===== src/sv/vad_pkg.sv =====
// Shared types and constants for the voice activity detector.
// No dependencies; imported by every module of the block.
package vad_pkg;

    localparam int FLEN_W   = 13;
    localparam int ELIM_W   = 43;
    localparam int CLIM_W   = 13;
    localparam int ENERGY_W = 43;
    localparam int CROSS_W  = 12;
    localparam int CFG_IDX_W  = 2;
    localparam int CFG_DATA_W = 43;

    localparam logic [ENERGY_W-1:0] ENERGY_MAX = {ENERGY_W{1'b1}};
    localparam logic [CROSS_W-1:0]  CROSS_MAX  = {CROSS_W{1'b1}};

    localparam logic [FLEN_W-1:0] FLEN_RESET = FLEN_W'(512);
    localparam logic [ELIM_W-1:0] ELIM_RESET = '0;
    localparam logic [CLIM_W-1:0] CLIM_RESET = CLIM_W'(4096);

    localparam logic [CFG_IDX_W-1:0] REG_FRAME_LENGTH     = CFG_IDX_W'(0);
    localparam logic [CFG_IDX_W-1:0] REG_ENERGY_SUM_LIMIT = CFG_IDX_W'(1);
    localparam logic [CFG_IDX_W-1:0] REG_CROSSING_LIMIT   = CFG_IDX_W'(2);

    typedef struct packed {
        logic [FLEN_W-1:0] frame_length;
        logic [ELIM_W-1:0] energy_sum_limit;
        logic [CLIM_W-1:0] crossing_limit;
    } cfg_t;

endpackage


===== src/sv/vad_cfg_regs.sv =====
// Configuration register file of the voice activity detector.
// Depends on vad_pkg for register indexes, widths and reset values.
module vad_cfg_regs
    import vad_pkg::*;
(
    input  logic                  aclk,
    input  logic                  aresetn,
    input  logic                  cfg_valid,
    output logic                  cfg_ready,
    input  logic [CFG_IDX_W-1:0]  cfg_index,
    input  logic [CFG_DATA_W-1:0] cfg_data,
    output cfg_t                  cfg
);

    cfg_t cfg_reg;

    assign cfg_ready = 1'b1;
    assign cfg       = cfg_reg;

    always_ff @(posedge aclk) begin
        if (!aresetn) begin
            cfg_reg.frame_length     <= FLEN_RESET;
            cfg_reg.energy_sum_limit <= ELIM_RESET;
            cfg_reg.crossing_limit   <= CLIM_RESET;
        end else if (cfg_valid && cfg_ready) begin
            case (cfg_index)
                REG_FRAME_LENGTH:     cfg_reg.frame_length     <= cfg_data[FLEN_W-1:0];
                REG_ENERGY_SUM_LIMIT: cfg_reg.energy_sum_limit <= cfg_data[ELIM_W-1:0];
                REG_CROSSING_LIMIT:   cfg_reg.crossing_limit   <= cfg_data[CLIM_W-1:0];
                default: ;
            endcase
        end
    end

endmodule


===== src/sv/vad_square_stage.sv =====
// Input register stage: takes a sample, registers its square and sign class.
// Depends on vad_pkg through the shared import; SAMPLE_BITS sets all widths here.
module vad_square_stage
    import vad_pkg::*;
#(
    parameter int SAMPLE_BITS = 16
) (
    input  logic                          aclk,
    input  logic                          aresetn,
    input  logic                          s_valid,
    output logic                          s_ready,
    input  logic signed [SAMPLE_BITS-1:0] s_sample,
    input  logic                          s_buffer_start,
    output logic                          sq_valid,
    input  logic                          sq_ready,
    output logic [2*SAMPLE_BITS-1:0]      sq_value,
    output logic                          sq_nonneg,
    output logic                          sq_start
);

    logic                     valid_reg;
    logic [2*SAMPLE_BITS-1:0] square_reg;
    logic                     nonneg_reg;
    logic                     start_reg;
    logic [SAMPLE_BITS-1:0]   raw;
    logic [SAMPLE_BITS-1:0]   mag;
    logic [2*SAMPLE_BITS-1:0] mag_wide;

    // magnitude of the most negative code is 2^(N-1), still fits unsigned N bits
    assign raw      = s_sample;
    assign mag      = raw[SAMPLE_BITS-1] ? (~raw + SAMPLE_BITS'(1)) : raw;
    assign mag_wide = {{SAMPLE_BITS{1'b0}}, mag};

    assign s_ready   = !valid_reg || sq_ready;
    assign sq_valid  = valid_reg;
    assign sq_value  = square_reg;
    assign sq_nonneg = nonneg_reg;
    assign sq_start  = start_reg;

    always_ff @(posedge aclk) begin
        if (!aresetn) begin
            valid_reg <= 1'b0;
        end else if (s_ready) begin
            valid_reg <= s_valid;
        end
    end

    always_ff @(posedge aclk) begin
        if (s_valid && s_ready) begin
            square_reg <= mag_wide * mag_wide;
            nonneg_reg <= ~raw[SAMPLE_BITS-1];
            start_reg  <= s_buffer_start;
        end
    end

endmodule


===== src/sv/vad_frame_accum.sv =====
// Frame accumulator: sums squares, counts sign changes, decides voice per frame.
// Depends on vad_pkg for the configuration struct and saturation limits.
module vad_frame_accum
    import vad_pkg::*;
#(
    parameter int SAMPLE_BITS = 16,
    parameter int MAX_FRAME   = 4096
) (
    input  logic                     aclk,
    input  logic                     aresetn,
    input  cfg_t                     cfg,
    input  logic                     sq_valid,
    output logic                     sq_ready,
    input  logic [2*SAMPLE_BITS-1:0] sq_value,
    input  logic                     sq_nonneg,
    input  logic                     sq_start,
    output logic                     m_valid,
    input  logic                     m_ready,
    output logic                     m_voice_active,
    output logic [ENERGY_W-1:0]      m_frame_energy,
    output logic [CROSS_W-1:0]       m_frame_crossings
);

    localparam int CNT_W = $clog2(MAX_FRAME + 1);
    localparam int LEN_W = (CNT_W > FLEN_W) ? CNT_W : FLEN_W;
    localparam int SQ_W  = 2 * SAMPLE_BITS;
    localparam int SUM_W = ((SQ_W > ENERGY_W) ? SQ_W : ENERGY_W) + 1;

    logic [CNT_W-1:0]    count_reg, count_next, count_base;
    logic [ENERGY_W-1:0] energy_reg, energy_next, energy_base;
    logic [CROSS_W-1:0]  cross_reg, cross_next, cross_base;
    logic                prev_reg, prev_base;

    logic                m_valid_reg;
    logic                voice_reg;
    logic [ENERGY_W-1:0] out_energy_reg;
    logic [CROSS_W-1:0]  out_cross_reg;

    logic [LEN_W-1:0]    eff_len;
    logic [SUM_W-1:0]    energy_sum;
    logic                advance;
    logic                frame_done;
    logic                voice;

    assign sq_ready = !m_valid_reg || m_ready;
    assign advance  = sq_valid && sq_ready;

    always_comb begin
        if (cfg.frame_length == '0) begin
            eff_len = LEN_W'(1);
        end else if (LEN_W'(cfg.frame_length) > LEN_W'(MAX_FRAME)) begin
            eff_len = LEN_W'(MAX_FRAME);
        end else begin
            eff_len = LEN_W'(cfg.frame_length);
        end
    end

    always_comb begin
        // buffer start drops the partial frame before this sample counts
        count_base  = sq_start ? '0 : count_reg;
        energy_base = sq_start ? '0 : energy_reg;
        cross_base  = sq_start ? '0 : cross_reg;
        prev_base   = sq_start ? 1'b0 : prev_reg;

        cross_next = cross_base;
        if (count_base != '0 && sq_nonneg != prev_base && cross_base != CROSS_MAX) begin
            cross_next = cross_base + CROSS_W'(1);
        end

        energy_sum = SUM_W'(energy_base) + SUM_W'(sq_value);
        if (energy_sum > SUM_W'(ENERGY_MAX)) begin
            energy_next = ENERGY_MAX;
        end else begin
            energy_next = energy_sum[ENERGY_W-1:0];
        end

        count_next = count_base + CNT_W'(1);
        frame_done = LEN_W'(count_next) >= eff_len;
        voice      = (energy_next > cfg.energy_sum_limit) &&
                     (CLIM_W'(cross_next) < cfg.crossing_limit);
    end

    always_ff @(posedge aclk) begin
        if (!aresetn) begin
            count_reg  <= '0;
            energy_reg <= '0;
            cross_reg  <= '0;
            prev_reg   <= 1'b0;
        end else if (advance) begin
            prev_reg <= sq_nonneg;
            if (frame_done) begin
                count_reg  <= '0;
                energy_reg <= '0;
                cross_reg  <= '0;
            end else begin
                count_reg  <= count_next;
                energy_reg <= energy_next;
                cross_reg  <= cross_next;
            end
        end
    end

    always_ff @(posedge aclk) begin
        if (!aresetn) begin
            m_valid_reg <= 1'b0;
        end else if (sq_ready) begin
            m_valid_reg <= advance && frame_done;
        end
    end

    always_ff @(posedge aclk) begin
        if (advance && frame_done) begin
            voice_reg      <= voice;
            out_energy_reg <= energy_next;
            out_cross_reg  <= cross_next;
        end
    end

    assign m_valid           = m_valid_reg;
    assign m_voice_active    = voice_reg;
    assign m_frame_energy    = out_energy_reg;
    assign m_frame_crossings = out_cross_reg;

endmodule


===== src/sv/voice_activity_detector_unit.sv =====
// Voice activity detector over fixed-length frames of signed audio samples.
// Channels: s_ carries one sample per transfer with a buffer-start flag; m_ carries
// one result per completed frame (voice flag, energy sum, crossing count).
// cfg_ writes frame_length (index 0), energy_sum_limit (1), crossing_limit (2);
// cfg_ready is always high; the user makes writes only while the block is idle,
// which the block does not enforce. Pipeline: an input register holds the squared
// sample, then the frame accumulator updates its running sums and loads the
// result register, whose loading raises m_valid for the frame's last sample.
// Throughput: one sample per cycle while m_ready does not stall the result
// register, set by the saturating accumulate loop after the registered square.
// A stalled m_ready holds the result register; the input side keeps flowing
// until both the square register and the result register are full.
// Reset clears the configuration to its defaults (frame of 512 samples, energy
// limit 0, crossing limit 4096), empties both stages and drops any partial frame.
// Frames cut short by buffer start, or left unfinished, produce no result.
module voice_activity_detector_unit
    import vad_pkg::*;
#(
    parameter int MAX_FRAME   = 4096,
    parameter int SAMPLE_BITS = 16
) (
    input  logic                          aclk,
    input  logic                          aresetn,
    input  logic                          s_valid,
    output logic                          s_ready,
    input  logic signed [SAMPLE_BITS-1:0] s_sample,
    input  logic                          s_buffer_start,
    output logic                          m_valid,
    input  logic                          m_ready,
    output logic                          m_voice_active,
    output logic [ENERGY_W-1:0]           m_frame_energy,
    output logic [CROSS_W-1:0]            m_frame_crossings,
    input  logic                          cfg_valid,
    output logic                          cfg_ready,
    input  logic [CFG_IDX_W-1:0]          cfg_index,
    input  logic [CFG_DATA_W-1:0]         cfg_data
);

    cfg_t                     cfg;
    logic                     sq_valid;
    logic                     sq_ready;
    logic [2*SAMPLE_BITS-1:0] sq_value;
    logic                     sq_nonneg;
    logic                     sq_start;

    vad_cfg_regs u_cfg (
        .aclk      (aclk),
        .aresetn   (aresetn),
        .cfg_valid (cfg_valid),
        .cfg_ready (cfg_ready),
        .cfg_index (cfg_index),
        .cfg_data  (cfg_data),
        .cfg       (cfg)
    );

    vad_square_stage #(
        .SAMPLE_BITS (SAMPLE_BITS)
    ) u_square (
        .aclk           (aclk),
        .aresetn        (aresetn),
        .s_valid        (s_valid),
        .s_ready        (s_ready),
        .s_sample       (s_sample),
        .s_buffer_start (s_buffer_start),
        .sq_valid       (sq_valid),
        .sq_ready       (sq_ready),
        .sq_value       (sq_value),
        .sq_nonneg      (sq_nonneg),
        .sq_start       (sq_start)
    );

    vad_frame_accum #(
        .SAMPLE_BITS (SAMPLE_BITS),
        .MAX_FRAME   (MAX_FRAME)
    ) u_accum (
        .aclk              (aclk),
        .aresetn           (aresetn),
        .cfg               (cfg),
        .sq_valid          (sq_valid),
        .sq_ready          (sq_ready),
        .sq_value          (sq_value),
        .sq_nonneg         (sq_nonneg),
        .sq_start          (sq_start),
        .m_valid           (m_valid),
        .m_ready           (m_ready),
        .m_voice_active    (m_voice_active),
        .m_frame_energy    (m_frame_energy),
        .m_frame_crossings (m_frame_crossings)
    );

endmodule

===== config.mk =====
export PLATFORM = sky130hd
export DESIGN_NAME = voice_activity_detector_unit
export DESIGN_NICKNAME = d
export VERILOG_FILES = /design/src/sv/vad_pkg.sv /design/src/sv/vad_cfg_regs.sv /design/src/sv/vad_square_stage.sv /design/src/sv/vad_frame_accum.sv /design/src/sv/voice_activity_detector_unit.sv
export SDC_FILE = /design/constraint.sdc
export NUM_CORES = 1
export LEC_CHECK = 0
export BUFFER_PORTS_ARGS = -buffer_cell sky130_fd_sc_hd__buf_2
export CORE_MARGIN = 5
export CORE_UTILIZATION = 63
export DETAILED_ROUTE_END_ITERATION = 8
export PLACE_DENSITY = 0.82
export RECOVER_POWER = 50
export REMOVE_ABC_BUFFERS = 1
export SLEW_MARGIN = 20
export SYNTH_ARGS = -nofsm -noshare
export SYNTH_HDL_FRONTEND = slang
export SYNTH_SLANG_ARGS = --single-unit

===== constraint.sdc =====
create_clock -name aclk -period 13.25 [get_ports aclk]
set_input_delay 1.325 -clock aclk [delete_from_list [all_inputs] [get_ports aclk]]
set_output_delay 1.325 -clock aclk [all_outputs]
set_load 0.05 [all_outputs]

Word level (Yosys, flattened, before mapping)
Cells that the tools add are included.

Add/sub/neg operators: 4. Muxes and demuxes: 12. Bitwise logic cells: 2. Eq/ne operators: 4. Reductions and logical operators: 16. Multiply operators: 1. Magnitude comparators: 5.

Operator list (number): 43-bit 2-to-1 mux (3); 13-bit 2-to-1 mux (4); 43-bit by 32-bit adder with 44-bit output (1); 44-bit by 43-bit > comparator with 1-bit output, second input constant (1); 43-bit > comparator (1); 12-bit 2-to-1 mux (3); 16-bit by 16-bit multiplier with 32-bit output (1); 16-bit by 1-bit adder with 16-bit output, second input constant (1); 16-bit 2-to-1 mux (1); 16-bit NOT (1); 13-bit by 1-bit adder with 13-bit output, second input constant (1); 13-bit greater-or-equal comparator (1); 13-bit > comparator, second input constant (1); 13-bit zero test (1); 12-bit by 13-bit less-than comparator with 1-bit output (1); 13-bit nonzero test (1); 12-bit by 1-bit adder with 12-bit output, second input constant (1); 12-bit != test, second input constant (1); 1-bit logical AND (6); 2-bit AND reduction (3); 2-bit by 1-bit equality test with 1-bit output, second input constant (1); 2-bit equality test, second input constant (1); 1-bit zero test (2); 2-bit zero test (1); 4 further kinds (5).

Bits of input ports: 67. Output and inout bits: 59. Word-level logic and storage cells: 59. Register bits: 230.

Longest topological paths before layout
Gate-level depths: netlist of run 1.

Depth after elaboration: 7. Mapped depth: 33. Mapped depth without buffers: 29.

Hierarchy
Synthesis of run 1 repeated with hierarchy kept, for this count alone.

Cells, all modules: 2270. Area total of the unflattened synthesis: 20662.3 um2.

Modules (own cells, without submodules): vad_frame_accum (area an instance 9516.6 um2, seq. area each 3083.0 um2, instances 1, cells each 1080); vad_square_stage (area an instance 8470.6 um2, seq. area each 1011.0 um2, instances 1, cells each 914); vad_cfg_regs (area an instance 2675.1 um2, seq. area each 1381.3 um2, instances 1, cells each 276).

Worst setup path after synthesis of run 1
OpenSTA, ideal clock, no wires.

Kind: in2reg. From: input port s_sample[0]. To: register u_square.square_reg[31], in the netlist u_square.sq_value[31] (data pin). Slack: 4.292 ns. Path buffers: 3. Setup time: 0.269 ns. Cell stages on the path: 32. Data required time: 12.981 ns. Data arrival time: 8.689 ns. Cells stage by stage: clkbuf_1 > inv_1 > clkbuf_1 > ha_1 > nand2b_1 > or3_2 > o21ai_1 > xor2_2 > inv_2 > nand2_1 > inv_1 > fa_1 > inv_1 > fa_1 > fa_1 > inv_1 > fa_1 > inv_1 > fa_1 > inv_1 > fa_1 > ha_1 > clkbuf_1 > a21oi_1 > o21a_1 > o211ai_1 > a2111o_1 > o21ai_0 > o21ai_0 > o31ai_1 > and2_1 > o311ai_1.

Word-level cells in the longest chain between the ends: 4.

Ends and longest elaborated chain: start, declared (line voice_activity_detector_unit.sv:26) `input logic signed [SAMPLE_BITS-1:0] s_sample,`; 16-bit NOT (line vad_square_stage.sv:31) `assign mag = raw[SAMPLE_BITS-1] ? (~raw + SAMPLE_BITS'(1)) : raw;`; 16-bit by 1-bit adder with 16-bit output (line vad_square_stage.sv:31); 16-bit 2-to-1 mux (*) (line vad_square_stage.sv:31); 16-bit by 16-bit multiplier with 32-bit output (*) (line vad_square_stage.sv:50) `square_reg <= mag_wide * mag_wide;`; end signal, assigned (line vad_square_stage.sv:50); end, declared (line vad_square_stage.sv:22) `logic [2*SAMPLE_BITS-1:0] square_reg;`.

Every way passes the cells marked *; elsewhere a longest branch is shown, timed or not. A chain may end at the register's enable or synchronous reset.

Final worst setup path of run 1
Ends and elaborated chain as after synthesis.

==> summary.md, run 1 <==
| Metric | Value |
|---|---|
| I/O Buffers | around 120 |
| Worst path required time | between 10 and 15 ns |
| Post-detail-place hpwl | 36800 um |
| Post-synth EDFFs | 89 |
| Tmin final | 9.77 ns |
| Gr usage total | a little over a quarter |
| Register area share after synthesis | between 20% and 30% |
| TNS Setup | 0 ns |
| Insertion delay to the later sink of the worst-skew pair | between 0.5 and 0.6 ns |
| Clk sinks | approximately 230 |
| Final Skew | between 0.015 and 0.02 ns |
| Largest net degree at the start of global routing | 96 |
| Cell count after synthesis | ~2200 |
| Ports | approximately 130 |
| Die Ht | 186 um |
| Crit start category | primary input |
| Max_cap viols | 4 |
| Die ar. | between 30000 and 40000 um^2 |
| Die width | 186 um |
| CP Class | primary input to register |
| Setup violations, final | 0 |
| Max FFs per register | between 60 and 70 |
| Fmax | 102 MHz |
| Filler instances | between 2000 and 2500 |
| Initial drt markers | around 1200 |
| Final wirelength | 46900 um |
| Via density | 5.79 |
| WL per Instance | 17.3 um |
| Crit-path slowest cell | xor2_1 |
| Top cell family by delay on the critical path | adder cells |
| Asr flop ratio synth | 0% |
| Slowest stage delay, CP | ~0.82 ns |
| Root Buffer | clkbuf_16 |
| WP buf/inv | 6 |
| Core footprint | between 30000 and 40000 um^2 |
| P&R area growth vs syn | 8.64% |
| Hold Path Class | register to register |
| Hold Vio Cnt, Final | 0 |
| Final period util | approximately three quarters |
| Vias | roughly 16000 |
| CTS buffer count | 25 |
| Post-DRT Antenna Nets | 0 |
| Post-CTS Setup Bufs | 0 |
| Top FF cell, synth | dfxtp_1 |
| Crit Path Max Fanout | 13 |
| Placed instance area | a little over 20000 um^2 |
| Site Rows | 64 |
| Top cell by count, worst path | fa_1 |
| First-pass GRT wire length | ~80000 um |
| Cts hold-fix bufs | 0 |
| Synth warn | 0 |
| # resized after CTS | 0 |
| Total congestion overflow | 0 |
| DR pass1 iterations | 8 |
| CP arrival | 10.10 ns |
| Initial Utilization | 63.9% |
| Final Net Count | around 2700 |
| Worst-margin pin slew | about 4.4 ns |
| Initial antenna violation count | 0 |
| TritonCTS clock tree | done |
| Layout cell share with drive strength beyond 1 | between 6 and 7% |
| Status | finished, violations left |
| Placer Congestion | between 0.9 and 1 |
| Utilization after layout | between 60% and 70% |
| Rel. slew slack | -193% |
| Area of the mapped netlist | between 15000 and 20000 um^2 |
| Avg Inst Size Synth | 8.91 um^2 |
| CTS clock-pin slew for the worst setup and hold paths | around 0.060 ns |
| Setup crit end kind | register |
| RSZ-0062 raised after global routing | no |
| Number of global-route vias before repair | 16100 |
| Synthesized flop and latch total | 229 |
| CTS H-tree lvls | 1 |
| Final instance area | approximately 21000 um^2 |
| Failing checks | max-capacitance violations, max-slew violations |
| Netlist cell types | 80 |
| Max Buffers Root-to-Sink | 3 |
| Max Transition Viols Final | 244 |
| Final routed DRC violation total | 0 |
-- worst paths after layout --
kind	startpoint	to	slack (ns)	cells after the start
worst max-delay path	s_sample[0]	u_square.sq_value[31]	3.48	28
worst min-delay path	u_accum.cross_reg[1]	u_accum.cross_reg[1]	0.46	2
worst max register to register	u_square.sq_start	u_accum.m_voice_active	3.81	20
worst min register to register	u_accum.cross_reg[1]	u_accum.cross_reg[1]	0.46	2
-- through the flow --
| stage | hold WS, ns | worst slack [ns] | std cells |
|---|---|---|---|
| 2_1_floorplan | 0.417 | 4.28 | 2122 |
| 3_3_place_gp | 0.434 | 3.42 | 2657 |
| 3_5_place_dp | 0.443 | 3.15 | 2657 |
| 4_1_cts | 0.451 | 3.66 | 2703 |
| 5_1_grt | 0.475 | 3.09 | 2703 |
| 6_report | 0.456 | 3.48 | 2704 |
-- cells by family after synthesis --
kind of cell / after synthesis / synth area share (%)
XOR/XNOR: 94 / 4.29
buffers and inverters: 379 / 7.35
AND/OR/NAND/NOR: 686 / 16.3
multiplexers: 4 / 0.211
AO/OA/AOI/OAI: 436 / 14.3
other: 2 / 0.0384
flip-flops: 229 / 28.0
adder cells (fa/ha/maj): 362 / 29.5
-- area by class of cell --
type                       instances  area [um^2]  area share [%]
clock buffer                      39          769            3.62
antenna                            1         2.50          0.0118
multi-input combinational       1595        12700            59.7
sequential                       229         5480            25.8
clock inverter                     7         46.3           0.218
timing repair buffer             139          639            3.01
tap                              396          495            2.33
inverter                         298         1120            5.27
-- cell usage after synthesis (6+ instances only) --
master | count | area [um^2]
nor2b_1 | 55 | 344
nand2b_1 | 15 | 93.8
a211oi_1 | 10 | 75.1
ha_1 | 197 | 2460
edfxtp_1 | 89 | 2670
clkbuf_1 | 69 | 259
a22o_1 | 33 | 289
dfxtp_1 | 140 | 2800
and3_1 | 15 | 93.8
nor4_1 | 6 | 37.5
o21a_1 | 16 | 120
o31ai_1 | 7 | 52.6
and4_1 | 8 | 70.1
o21bai_1 | 7 | 52.6
o211ai_1 | 10 | 75.1
inv_1 | 292 | 1100
o21ai_0 | 66 | 330
buf_2 | 8 | 40.0
xnor2_1 | 53 | 464
nand3_1 | 49 | 245
a21oi_1 | 158 | 791
xor2_1 | 39 | 342
a22oi_1 | 11 | 82.6
nand2_1 | 303 | 1140
or3_1 | 7 | 43.8
nand4_1 | 25 | 156
and2_1 | 9 | 56.3
fa_1 | 165 | 3300
nor2_1 | 142 | 533
a21o_1 | 57 | 428
nor3_1 | 22 | 110
a31oi_1 | 10 | 62.6
-- cell usage in the layout (no fill, tap or decap), drive strengths merged, types with 16 or more instances in the layout --
cell type and count:
nand3 49, xnor2 53, nand2 303, edfxtp 89, nor2 142, buf 72, inv 294, nor3 22
o21a 16, nand4 25, o21ai 71, ha 197, clkbuf 106, a21o 57, xor2 41, dfxtp 140
a22o 33, a21oi 158, fa 165, nor2b 55
-- worst register-to-register path: stages, from the launching register on --
cell      delay (ns)
edfxtp_1        0.31
clkbuf_1        2.34
nor2b_1         0.17
ha_1            0.38
or3_1           0.36
o22a_1          0.23
a31o_2          0.30
a21o_1          0.20
o211ai_1        0.27
a21boi_0        0.23
nand2_1         0.10
clkbuf_1        1.35
o21ai_0         0.72
ha_1            0.53
nand4_1         0.11
nor3_1          0.41
nand2_1         0.19
nor4_1          0.71
nand2_1         0.13
o21ai_0         0.10
nor3_1          0.06
-- routing by layer --
| layer | share of wire [%] | track usage, % |
|---|---|---|
| met5 | 0 | 0 |
| met2 | 49 | 48.1 |
| met1 | 42 | 36.1 |
| met3 | 5.6 | 2.87 |
| met4 | 2.9 | 8.07 |
Power of run 1 is left out: the tool's default activity adds up to more than one toggle a clock period on the data nets, which glitch-free logic cannot reach.
==> run 2, diff against run 1 <==
==> constraint.sdc (replaced) <==
create_clock -name aclk -period 9.69 [get_ports aclk]
set_input_delay 0.969 -clock aclk [delete_from_list [all_inputs] [get_ports aclk]]
set_output_delay 0.969 -clock aclk [all_outputs]
set_load 0.05 [all_outputs]
==> summary.md, run 2 (synthesis gave the netlist of run 1 again) <==
| Metric | Value |
|---|---|
| Status | finished, violations left |
| Failing checks | max-capacitance violations, max-slew violations |
| Final period util | 91.9% |
| Part of the power in registers | between 10% and 20% |
| Worst r2r path cells | 19 |
| Vias | between 15000 and 20000 |
| Via density | between 5 and 6 |
| Clk pwr share | under 10% |
| Commonest cells after routing, fill and taps aside | nand2_1, inv_1, ha_1 |
| WL per Instance | about 17 um |
| Tmin final | about 8.9 ns |
| Placer Congestion | 0.930 |
| Slowest stage delay, CP | 0.60 ns |
| Switching power total | 0.00416 W |
| Post-DRT Antenna Nets | 0 |
| GR Util met3 | 3.07% |
| Total congestion overflow | 0 |
| Worst Hold Depth | 2 |
| I/O Buffers | ~120 |
| Gr busiest metal | met2 |
| R2R Path End | u_accum.energy_reg[37] |
| Clk sinks | between 200 and 250 |
| Final routed DRC violation total | 0 |
| Worst-margin pin slew | about 4.4 ns |
| Hold Vio Cnt, Final | 0 |
| Max Buffers Root-to-Sink | 3 |
| Met1 GRT Util | about 35% |
| Gr usage total | 27.2% |
| Crit Path Max Fanout | 13 |
| Die Ht | approximately 190 um |
| Worst setup endpoint | u_square.sq_value[31] |
| Final Skew | approximately 0.01 ns |
| Post-detail-place hpwl | ~37000 um |
| Power per cell area | between 400 and 500 nW/um^2 |
| Initial drt markers | roughly 1200 |
| Layout cell share with drive strength beyond 1 | 6.18% |
| Largest net degree at the start of global routing | 95 |
| Final Net Count | between 2000 and 3000 |
| Crit start category | primary input |
| Worst R2R Setup Slack | about 1.2 ns |
| Hold Path Class | register to register |
| CTS H-tree lvls | 1 |
| Hold path start | u_cfg.cfg[36] |
| CTS buffer count | 23 |
| Lkg Pwr | slightly below 10 nW |
| Internal power | roughly 0.0048 W |
| Crit-path slowest cell | fa_1 |
| Max Transition Viols Final | a little under 200 |
| Setup crit end kind | register |
| CP Class | primary input to register |
| Critical R2R Launch | u_square.sq_start |
| Max_cap viols | 3 |
| Rel. slew slack | -190% |
| Setup violations, final | 0 |
| # resized after CTS | 0 |
| First-pass GRT wire length | ~78000 um |
| Cts hold-fix bufs | 0 |
| Filler instances | ~2400 |
| GRT met2 Usage | between 40% and 50% |
| CP arrival | 9.22 ns |
| Top cell by count, worst path | fa_1 |
| Die width | 186 um |
| CP Launch Point | s_sample[0] |
| Site Rows | 64 |
| Logic pwr share | between 70% and 80% |
| TNS Setup | 0 ns |
| TritonCTS clock tree | done |
| Max FFs per register | slightly below 70 |
| Most common cell after layout, fill and taps aside | nand2_1 |
| Worst path required time | around 10 ns |
| Die ar. | 34600 um^2 |
| Fmax | roughly 110 MHz |
| RSZ-0062 raised after global routing | no |
| Ports | 126 |
| Final wirelength | ~47000 um |
| Initial antenna violation count | 1 |
| DR pass1 iterations | 5 |
| Core footprint | slightly above 30000 um^2 |
| Switching share of power | 46.5% |
| Insertion delay to the later sink of the worst-skew pair | a little over 0.5 ns |
| CTS clock-pin slew for the worst setup and hold paths | about 0.060 ns |
| Initial Utilization | 63.9% |
| Peak VDD IR | between 0.0005 and 0.0006 V |
| P&R area growth vs syn | 8.71% |
| Post-CTS Setup Bufs | 0 |
| Number of global-route vias before repair | 16000 |
| Utilization after layout | 69.4% |
| Root Buffer | clkbuf_16 |
[run 2: changes by cell type in the layout (fill, tap and decap cells not counted), sizes merged]
cell / change
clkbuf: -6
buf: +11
bufinv: +1
clkinvlp: +1
inv: +1
clkinv: -2
[run 2: per-layer routing]
metal  vias up  wire length, um
met5         -                0
met4         0             1310
met3       116             2900
met2       580            23200
met1      7541            19800
li1       7545                -
[run 2: worst min-delay path by stage]
stage	slack [ns]	endpoint
floorplan	0.42	u_accum.energy_reg[0]
global placement	0.43	u_accum.cross_reg[1]
detailed placement	0.44	u_accum.energy_reg[0]
CTS	0.46	u_cfg.cfg[36]
global route	0.48	u_cfg.cfg[20]
finish	0.46	u_cfg.cfg[36]
[run 2: final cells by class]
type                    count  area [um^2]  share of cell area, %
inverters                 298         1120                   5.27
flip-flops and latches    229         5480                   25.8
repair buffers            150          722                   3.40
multi-input cells        1595        12700                   59.7
diodes                      1         2.50                 0.0118
clock buffers              33          673                   3.17
well taps                 396          495                   2.33
clock inverters             8         77.6                  0.365
[run 2: critical path: cells and delay by family]
family | cells | cell delay (ns)
AOI/OAI and AO/OA | 7 | 1.78
xor gates and xnor gates | 1 | 0.12
adders and majority gates | 8 | 3.73
buffers and inverters | 7 | 1.21
and+or+nand+nor | 6 | 1.41
[run 2: power groups by stage]
stage	combinational, W	sequential, W	clock, W
finish	0.00657	0.00149	0.000883
global route	0.00742	0.00150	0.000938
floorplan	0.00512	0.00151	0
global placement	0.00629	0.00150	0
detailed placement	0.00649	0.00151	0
CTS	0.00655	0.00149	0.000893
[run 2: through the flow]
stage               hold slack, ns  setup WS [ns]  area [um^2]  instances  total power, W
floorplan                    0.417           1.08        19300       2122         0.00663
global placement             0.434          0.745        20600       2668         0.00780
detailed placement           0.441          0.405        20600       2668         0.00800
CTS                          0.456          0.927        21300       2709         0.00893
global route                 0.479          0.288        21200       2709         0.00986
finish                       0.455          0.781        21200       2710         0.00894
(Power assumes the default switching activity.)
